## config.mk

```make
export PLATFORM = sky130hd
export DESIGN_NAME = alag_cell
export DESIGN_NICKNAME = d
export VERILOG_FILES = /design/src/hw/rtl/alag_pkg.sv /design/src/hw/rtl/alag_cell.sv
export SDC_FILE = /design/constraint.sdc
export NUM_CORES = 2
export LEC_CHECK = 0
export BUFFER_PORTS_ARGS = -buffer_cell sky130_fd_sc_hd__buf_2
export CAP_MARGIN = 20
export CORE_UTILIZATION = 35
export DETAILED_ROUTE_END_ITERATION = 8
export GPL_ROUTABILITY_DRIVEN = 0
export HOLD_SLACK_MARGIN = 0.06
export SLEW_MARGIN = 20
export SYNTH_ARGS = -nofsm -noshare
export SYNTH_HDL_FRONTEND = slang
export SYNTH_SLANG_ARGS = --single-unit
```

## constraint.sdc

```tcl
create_clock -name clk -period 27.2 [get_ports clk]
set_input_delay 5.44 -clock clk [delete_from_list [all_inputs] [get_ports clk]]
set_output_delay 5.44 -clock clk [all_outputs]
set_load 0.1 [all_outputs]
```

## src/hw/rtl/alag_pkg.sv

```systemverilog
package alag_pkg;

  localparam int XW = 24;
  localparam int VW = 64;
  localparam int DW = 3;
  localparam int OW = 4;

  // Configuration register indexes
  localparam logic CFG_DEGREE = 1'b0;
  localparam logic CFG_ORDER  = 1'b1;

  localparam logic signed [VW-1:0] VMAX = {1'b0, {(VW-1){1'b1}}};
  localparam logic signed [VW-1:0] VMIN = {1'b1, {(VW-1){1'b0}}};

  // Word handed from one cell to the next
  typedef struct packed {
    logic                 vld;
    logic [XW-1:0]        x;
    logic [OW-1:0]        m;
    logic [3:0]           n;
    logic signed [VW-1:0] prev;
    logic signed [VW-1:0] cur;
    logic                 ovf;
  } alag_word_t;

  // Operation phases inside a cell
  typedef enum logic [3:0] {
    PH_IDLE, PH_M1_LO, PH_M1_HI, PH_M1_RES, PH_M2_LO, PH_M2_HI, PH_M2_RES,
    PH_SUB, PH_DIV, PH_DONE
  } alag_phase_t;

endpackage

```

## src/hw/rtl/alag_cell.sv

```systemverilog
// One recurrence step k = KIDX: two split multiplies, a subtract and a divide by k.
module alag_cell #(
  parameter int KIDX = 2,
  parameter int FRAC_BITS = 16
) (
  input  logic                 clk,
  input  logic                 rst_n,
  input  alag_pkg::alag_word_t in_w,
  output alag_pkg::alag_word_t out_w
);
  import alag_pkg::*;

  localparam int MW    = 32;           // multiplier operand width
  localparam int PW    = VW + MW;      // full product width
  localparam int CW    = 7;            // recurrence coefficient width
  localparam int DIG   = 16;           // quotient bits per divide step
  localparam int RW    = 4;            // remainder width, k below 16
  localparam int DVW   = DIG + RW;
  localparam int RS    = 24;           // reciprocal scale, exact for DVW-bit dividends
  localparam int RCW   = 24;
  localparam int RECIP = ((1 << RS) + KIDX - 1) / KIDX;
  localparam int NSTEP = VW / DIG;

  alag_phase_t ph_r, ph_nxt;
  alag_word_t  w_r;
  alag_word_t  out_r, out_nxt;
  logic [MW-1:0] ua1_r, ua2_r;
  logic [VW-1:0] ub1_r, ub2_r;
  logic          neg1_r, neg2_r;
  logic [VW-1:0] acc_r;
  logic [PW-1:0] prod_r;
  logic signed [VW-1:0] p1_r, p2_r;
  logic          ovf_r;
  logic [VW-1:0] q_r;
  logic [RW-1:0] rem_r;
  logic [1:0]    cnt_r;
  logic          neg_r;

  logic          act_in, active;
  logic [CW-1:0] c1, c2;
  logic [VW-1:0] a1, a1_mag, a2, cur_mag, prev_mag;
  logic [MW-1:0] ma, mb;
  logic [VW-1:0] mprod;
  logic          mneg, msat;
  logic [VW-1:0] pmag;
  logic signed [VW-1:0] mres;
  logic [VW:0]   dwide;
  logic          dsat;
  logic [VW-1:0] dval, dmag;
  logic [DVW-1:0] dv, dqk;
  logic [DVW+RCW-1:0] dprod;
  logic [DIG-1:0] dq;

  assign act_in = (4'(KIDX) <= in_w.n);
  assign active = (4'(KIDX) <= w_r.n);

  // operand magnitudes and signs from the incoming word
  always_comb begin
    c1       = CW'(2 * KIDX - 1) + CW'(in_w.m);
    c2       = CW'(KIDX - 1) + CW'(in_w.m);
    a1       = (VW'(c1) << FRAC_BITS) - VW'(in_w.x);
    a1_mag   = a1[VW-1] ? -a1 : a1;
    a2       = VW'(c2) << FRAC_BITS;
    cur_mag  = in_w.cur[VW-1] ? VW'(-in_w.cur) : VW'(in_w.cur);
    prev_mag = in_w.prev[VW-1] ? VW'(-in_w.prev) : VW'(in_w.prev);
  end

  // shared 32x32 multiplier, one half of the wide operand per cycle
  always_comb begin
    case (ph_r)
      PH_M1_LO: begin
        ma = ua1_r;
        mb = ub1_r[MW-1:0];
      end
      PH_M1_HI: begin
        ma = ua1_r;
        mb = ub1_r[VW-1:MW];
      end
      PH_M2_LO: begin
        ma = ua2_r;
        mb = ub2_r[MW-1:0];
      end
      PH_M2_HI: begin
        ma = ua2_r;
        mb = ub2_r[VW-1:MW];
      end
      default: begin
        ma = '0;
        mb = '0;
      end
    endcase
    mprod = VW'(ma) * VW'(mb);
  end

  // drop fraction bits, saturate and restore the sign
  always_comb begin
    mneg = (ph_r == PH_M1_RES) ? neg1_r : neg2_r;
    pmag = prod_r[FRAC_BITS +: VW];
    msat = (prod_r[PW-1:FRAC_BITS+VW] != '0) ||
           (mneg ? (pmag > unsigned'(VMIN)) : pmag[VW-1]);
    if (msat)      mres = mneg ? VMIN : VMAX;
    else if (mneg) mres = signed'(-pmag);
    else           mres = signed'(pmag);
  end

  // saturated difference and its magnitude
  always_comb begin
    dwide = {p1_r[VW-1], p1_r} - {p2_r[VW-1], p2_r};
    dsat  = (dwide[VW] != dwide[VW-1]);
    if (dsat) dval = dwide[VW] ? unsigned'(VMIN) : unsigned'(VMAX);
    else      dval = dwide[VW-1:0];
    dmag = dval[VW-1] ? -dval : dval;
  end

  // one 16-bit quotient digit of the divide by k, by reciprocal multiply
  always_comb begin
    dv    = {rem_r, q_r[VW-1 -: DIG]};
    dprod = (DVW+RCW)'(dv) * (DVW+RCW)'(RECIP);
    dq    = dprod[RS +: DIG];
    dqk   = DVW'(dq) * DVW'(KIDX);
  end

  always_comb begin
    ph_nxt = ph_r;
    case (ph_r)
      PH_IDLE:   if (in_w.vld) ph_nxt = act_in ? PH_M1_LO : PH_DONE;
      PH_M1_LO:  ph_nxt = PH_M1_HI;
      PH_M1_HI:  ph_nxt = PH_M1_RES;
      PH_M1_RES: ph_nxt = PH_M2_LO;
      PH_M2_LO:  ph_nxt = PH_M2_HI;
      PH_M2_HI:  ph_nxt = PH_M2_RES;
      PH_M2_RES: ph_nxt = PH_SUB;
      PH_SUB:    ph_nxt = PH_DIV;
      PH_DIV:    if (cnt_r == 2'(NSTEP - 1)) ph_nxt = PH_DONE;
      PH_DONE:   ph_nxt = PH_IDLE;
      default:   ph_nxt = PH_IDLE;
    endcase
  end

  // word handed on; an idle cell passes its word through untouched
  always_comb begin
    out_nxt     = w_r;
    out_nxt.vld = (ph_r == PH_DONE);
    if (active) begin
      out_nxt.prev = w_r.cur;
      out_nxt.cur  = neg_r ? signed'(-q_r) : signed'(q_r);
      out_nxt.ovf  = ovf_r;
    end
  end

  always_ff @(posedge clk) begin
    if (!rst_n) begin
      ph_r  <= PH_IDLE;
      out_r <= '0;
    end else begin
      ph_r  <= ph_nxt;
      out_r <= out_nxt;
      case (ph_r)
        PH_IDLE: begin
          w_r    <= in_w;
          ovf_r  <= in_w.ovf;
          ua1_r  <= a1_mag[MW-1:0];
          ua2_r  <= a2[MW-1:0];
          ub1_r  <= cur_mag;
          ub2_r  <= prev_mag;
          neg1_r <= a1[VW-1] ^ in_w.cur[VW-1];
          neg2_r <= in_w.prev[VW-1];
        end
        PH_M1_LO, PH_M2_LO: acc_r <= mprod;
        PH_M1_HI, PH_M2_HI: prod_r <= {mprod, MW'(0)} + PW'(acc_r);
        PH_M1_RES: begin
          p1_r  <= mres;
          ovf_r <= ovf_r | msat;
        end
        PH_M2_RES: begin
          p2_r  <= mres;
          ovf_r <= ovf_r | msat;
        end
        PH_SUB: begin
          q_r   <= dmag;
          neg_r <= dval[VW-1];
          ovf_r <= ovf_r | dsat;
          rem_r <= '0;
          cnt_r <= '0;
        end
        PH_DIV: begin
          q_r   <= {q_r[VW-DIG-1:0], dq};
          rem_r <= RW'(dv - dqk);
          cnt_r <= cnt_r + 2'd1;
        end
        default: ;
      endcase
    end
  end

  assign out_w = out_r;

endmodule

```

# --- Word-level counts from Yosys, hierarchy flattened ---
# Cells that the tools add are included.
# Widths: inputs -> output; s select.
op_classes:
  addsub: 13
  mul: 1
  order_cmp: 3
  n_eq_ne: 13
  muxes: 23
  bitwise_logic: 3
  n_reduce_logical: 19
ops:
  columns: ["operator", "n"]
  rows:
  - ["$mux 64", 7]
  - ["$neg 64->64", 5]
  - ["$mux 129", 1]
  - ["$pmux 32 s4", 1]
  - ["$pmux 64 s2", 1]
  - ["$mux 63", 2]
  - ["$add 96x64->96", 1]
  - ["$sub 64x64->65", 1]
  - ["$gt 64x64->1 const B", 1]
  - ["$mul 32x32->64", 1]
  - ["$pmux 32 s2", 1]
  - ["$pmux 4 s9", 1]
  - ["$mux 32", 1]
  - ["$neg 32->32", 1]
  - ["$sub 21x24->25", 1]
  - ["$reduce_and 2->1", 9]
  - ["$eq 4x3->1 const B", 4]
  - ["$reduce_bool 16->1", 1]
  - ["$mux 4", 3]
  - ["$reduce_or 2->1", 5]
  - ["$eq 4x2->1 const B", 2]
  - ["$eq 4x4->1 const B", 2]
  - ["$le 2x4->1 const A", 2]
  - ["$add 1x4->5 const A", 1]
  - ["other kinds (17)", 20]
totals:
  reg_bits: 853
  in_bits: 164
  out_inout_bits: 162
  word_cells: 106

# --- Logic depth before layout (Yosys ltp) ---
depth:
  word_depth: 6
  mapped_depth: 49
  depth_no_buf: 44

# --- Worst setup path before layout ---
# Ideal clock, no wire load.
synth_timing:
  path_kind: "input to register"
  startpoint: "in rst_n"
  endpoint: "reg neg1_r, enable pin"
  setup_time_ns: 0.731
  arrival_ns: 12.821
  required_time_ns: 26.469
  slack_ns: 13.648
  path_stages: 1
  path_buffers: 0
  path_cell_list: "and3_1"
synth_between:
  elab_chain_cells: 1
synth_rtl:
  columns: ["element", "line_no", "text"]
  rows:
  - ["start: declaration", "alag_cell.sv:7", "input logic rst_n,"]
  - ["$reduce_and 2->1 (no source line)", null, null]
  - ["end signal: assignment", "alag_cell.sv:166", "neg1_r <= a1[VW-1] ^ in_w.cur[VW-1];"]
  - ["end: declaration", "alag_cell.sv:29", "logic neg1_r, neg2_r;"]
# No other way between the ends.
# A chain may end at the register's enable or synchronous reset.

# --- Final worst setup path ---
layout_timing:
  startpoint: "reg ph_r[1]"
  endpoint: "reg prod_r[86], data pin"
layout_between:
  elab_chain_cells: 5
  elab_cells_between_ends: 10
  classes_between: "1 x add/sub; 1 x mul; 4 x eq/ne; 2 x mux; 2 x reduce/logical"
layout_rtl:
  columns: ["element", "line_no", "text"]
  rows:
  - ["start: declaration", "alag_cell.sv:24", "alag_phase_t ph_r, ph_nxt;"]
  - ["start signal: assignment", "alag_cell.sv:156", "ph_r <= ph_nxt;"]
  - ["$eq 4x3->1 (tied with other cells)", "alag_cell.sv:70", "case (ph_r)"]
  - ["$reduce_or 2->1 (no source line)", null, null]
  - ["$pmux 32 s2", "alag_cell.sv:70", null]
  - ["$mul 32x32->64 *", "alag_cell.sv:92", "mprod = VW'(ma) * VW'(mb);"]
  - ["named net mprod[25]", "alag_cell.sv:43", "logic [VW-1:0] mprod;"]
  - ["$add 96x64->96 *", "alag_cell.sv:170", "PH_M1_HI, PH_M2_HI: prod_r <= {mprod, MW'(0)} + PW'(acc_r);"]
  - ["end signal: assignment", "alag_cell.sv:170", null]
  - ["end: declaration", "alag_cell.sv:31", "logic [PW-1:0] prod_r;"]
# Mark *: on every way through the listed nets, which the timed path passes. The rest lies on a longest branch.

==> summary.txt <==
Routing
  • WL final: around 270000 um
  • Met3 wire len: approximately 28000 um
  • Via count: between 60000 and 70000
  • Vias per cell: ~5.6
  • Max layer used: met5
  • Detailed Route Iter0 Violations: approximately 7500
  • DRT antenna net count: 0
  • M1 wire length: approximately 100000 um
  • Routed wire length on met2: 118000 um
  • Avg WL per Cell: ~24 um
  • First-pass DRT Iterations: 8
  • DRC viols: 0

Synthesis
  • Yosys warning total: 0
  • Post-Syn Area per Cell: 9.39 um^2
  • Synth Flop Type: edfxtp_1
  • Sequential area share after synthesis: 0.299
  • Library cells used by synthesis: 87
  • Flops & latches, synth: 815
  • Async S/R FF share, synth: 0
  • Post-synth EDFFs: 649
  • Post-Syn Instances: a little over 8000
  • Mapped Area: between 70000 and 80000 um^2

Floorplanning
  • Core area: around 220000 um^2
  • Die width: 469 um
  • Die height: between 400 and 500 um
  • DIE AREA: 220000 um^2
  • # rows: around 170
  • Initial Util: 0.352
  • Num ports: roughly 330

Clock network
  • Bufs on Longest Clock Path: 3
  • CTS tree: done
  • Clock Root Buffer: clkbuf_16
  • Post-CTS Hold Fix Bufs: 0
  • Worst skew pair latency: between 0.7 and 0.8 ns
  • Clk pin slew, worst setup/hold paths: roughly 0.070 ns
  • H-Tree Depth: 3
  • Cts repair resizes: 0
  • CTS sink count: around 820
  • Post-CTS setup repair buffer count: 0
  • Num CTS Buffers: between 80 and 90

Final layout
  • P&R area growth vs syn: 9.80%
  • Nets: ~9600
  • Non-filler cells in the finished layout: between 10000 and 15000
  • Finished Cell Area: approximately 84000 um^2
  • Layout cells sized above 1: 0.0789

Placement
  • Placed Cells incl. Taps: about 11000
  • Detailed Place HPWL: ~210000 um
  • Dpl cell area: between 80000 and 90000 um^2
  • IO buf count: approximately 330

Worst setup path
  • Worst path slowest cell: nand2_1
  • Register-to-Register Path Depth: 42
  • Setup CP Type: reg2reg
  • Largest fanout on the critical path: 64
  • Most used cell, CP: fa_1
  • Worst Path Required: ~28 ns
  • Crit path launch type: register
  • CP max stage delay: roughly 0.69 ns
  • Worst EP arrival: 13.35 ns
  • Crit end category: register

Global route
  • Grt total ovfl: 0
  • Vias in the first global route: 61220
  • Largest net degree at the start of global routing: 87
  • First-pass GRT wire length: about 390000 um
  • GRT Total Usage: 0.238
  • Initial antenna violation count: 33

Timing
  • Setup Total Neg Slack: 0 ns
  • Final setup viols: 0
  • Final worst-path cycle share: 0.475
  • Unrepaired setup endpoints after global routing: false
  • Crit path time final: 12.92 ns
  • Fmax achieved: between 70 and 80 MHz
  • Worst slew pin tran: about 1.2 ns
  • Final hold violation count: 0
  • Slew Limit Headroom: 0.189
  • Max Slew Vio Count: 0
  • Skew final: a little over 0.04 ns

Pwr
  • Final total power: between 6000 and 7000 uW
  • Leak: between 0.03 and 0.04 uW
  • Power Density: around 74 nW/um^2
  • Worst vdd ir: 0.0900 mV

Flow run
  • Max_cap viols: 0

Hold path
  • Hold Path Depth: 0
  • Hold crit path type: reg2reg

Run status
  • Status: finished, final reports clean
## placed cells by master (no fill, tap or decap), types with 88 or more instances in the layout
master     instances
edfxtp_1         649
buf_2            325
xnor2_1          287
fa_1             898
o21ai_0          285
clkbuf_16         88
a21oi_1          389
a211oi_1          91
nand2_1          995
inv_1           1022
ha_1             375
nand3_1           89
nor2_1           965
xor2_1           134
nor3_1           114
and2_1           108
dfxtp_1          166
## power breakdown
part | total (uW) | switching [uW] | internal, uW
clock network | 1260 | 539 | 716
registers | 1660 | 74.1 | 1590
logic | 3250 | 2220 | 1030
total | 6160 | 2830 | 3330
## synthesized netlist by cell type (all sizes together), types with 15 or more instances
cell    instances  area, um^2
ha            376        4700
nor3          119         601
xor2          134        1170
nor4           47         300
a21oi         390        1950
and3           42         263
a211oi         91         683
o41ai          35         337
nand2         996        3740
nand2b         61         389
nor2b          37         231
and2          113         707
clkbuf        392        1470
o21bai         25         188
o211ai         23         173
nand4          83         519
o311ai         16         140
nor2          970        3640
o31ai          86         646
a21o           78         586
and4           19         166
or4            58         462
a21boi         15         113
a22oi          16         120
a31oi          42         263
o21a           43         323
a221oi         15         131
inv          1023        3840
or2            24         150
xnor2         287        2510
buf            39         156
or3            77         517
o22a           35         307
o21ai         287        1440
nand3          89         445
fa            898       18000
edfxtp        649       19500
a222oi         22         220
dfxtp         166        3320
## critical path, delay by kind of cell (launching register included)
kind	cells	cell delay, ns
AOI/OAI and AO/OA	9	1.56
xor gates and xnor gates	2	0.22
adders and majority gates	10	4.80
buffers and inverters	8	1.15
DFF	1	0.55
and+or+nand+nor	13	4.25
## final timing paths
path / from / endpoint / slack, ns
worst min register to register: acc_r[29] / prod_r[29] / 0.42
worst max-delay path: ph_r[1] / prod_r[86] / 14.28
worst min-delay path: acc_r[29] / prod_r[29] / 0.42
worst max register to register: ph_r[1] / prod_r[86] / 14.28
## per-stage QoR
step	setup slack [ns]	hold slack, ns	util
finish	14.28	0.418	0.386
global placement	14.70	0.404	0.372
detailed placement	14.50	0.407	0.372
global route	13.51	0.427	0.386
CTS	14.43	0.421	0.386
floorplan	13.65	0.400	-
## registers in the layout (all words and copies together), names as in the netlist, 4 cells and up
register / cells
p1_r: 64
q_r: 64
p2_r: 64
out_w: 162
out_nxt: 32
prod_r: 80
ua1_r: 31
ub2_r: 63
ua2_r: 5
w_r: 129
ph_r: 4
acc_r: 48
ub1_r: 63
## layer usage
metal	vias to the layer above	global-route usage
met3	729	0.0555
met1	30736	0.302
li1	27308	-
met5	-	0
met2	3601	0.372
met4	8	0.133
## final cells by class
cell class	count	area (um^2)
well taps	2854	3570
clock buffers	120	2390
diodes	18	45.0
inverters	1023	3840
repair buffers	409	2260
fillers	21456	133000
clock inverters	45	629
multi-input cells	5867	48300
flip-flops and latches	815	22800
## cells by family (layout without fill, tap and decap cells)
| kind of cell | after synthesis | after routing | share of synthesized area |
|---|---|---|---|
| and+or+nand+nor | 2782 | 2782 | 0.164 |
| buffers and inverters | 1454 | 1597 | 0.0716 |
| AOI/OAI and AO/OA | 1359 | 1359 | 0.116 |
| adders and majority gates | 1274 | 1274 | 0.297 |
| DFF | 815 | 815 | 0.299 |
| xor gates and xnor gates | 421 | 421 | 0.0483 |
| muxes | 24 | 24 | 0.00331 |
| other | 1 | 25 | 0.0000491 |
No activity file was read; power rests on OpenSTA's default activity.
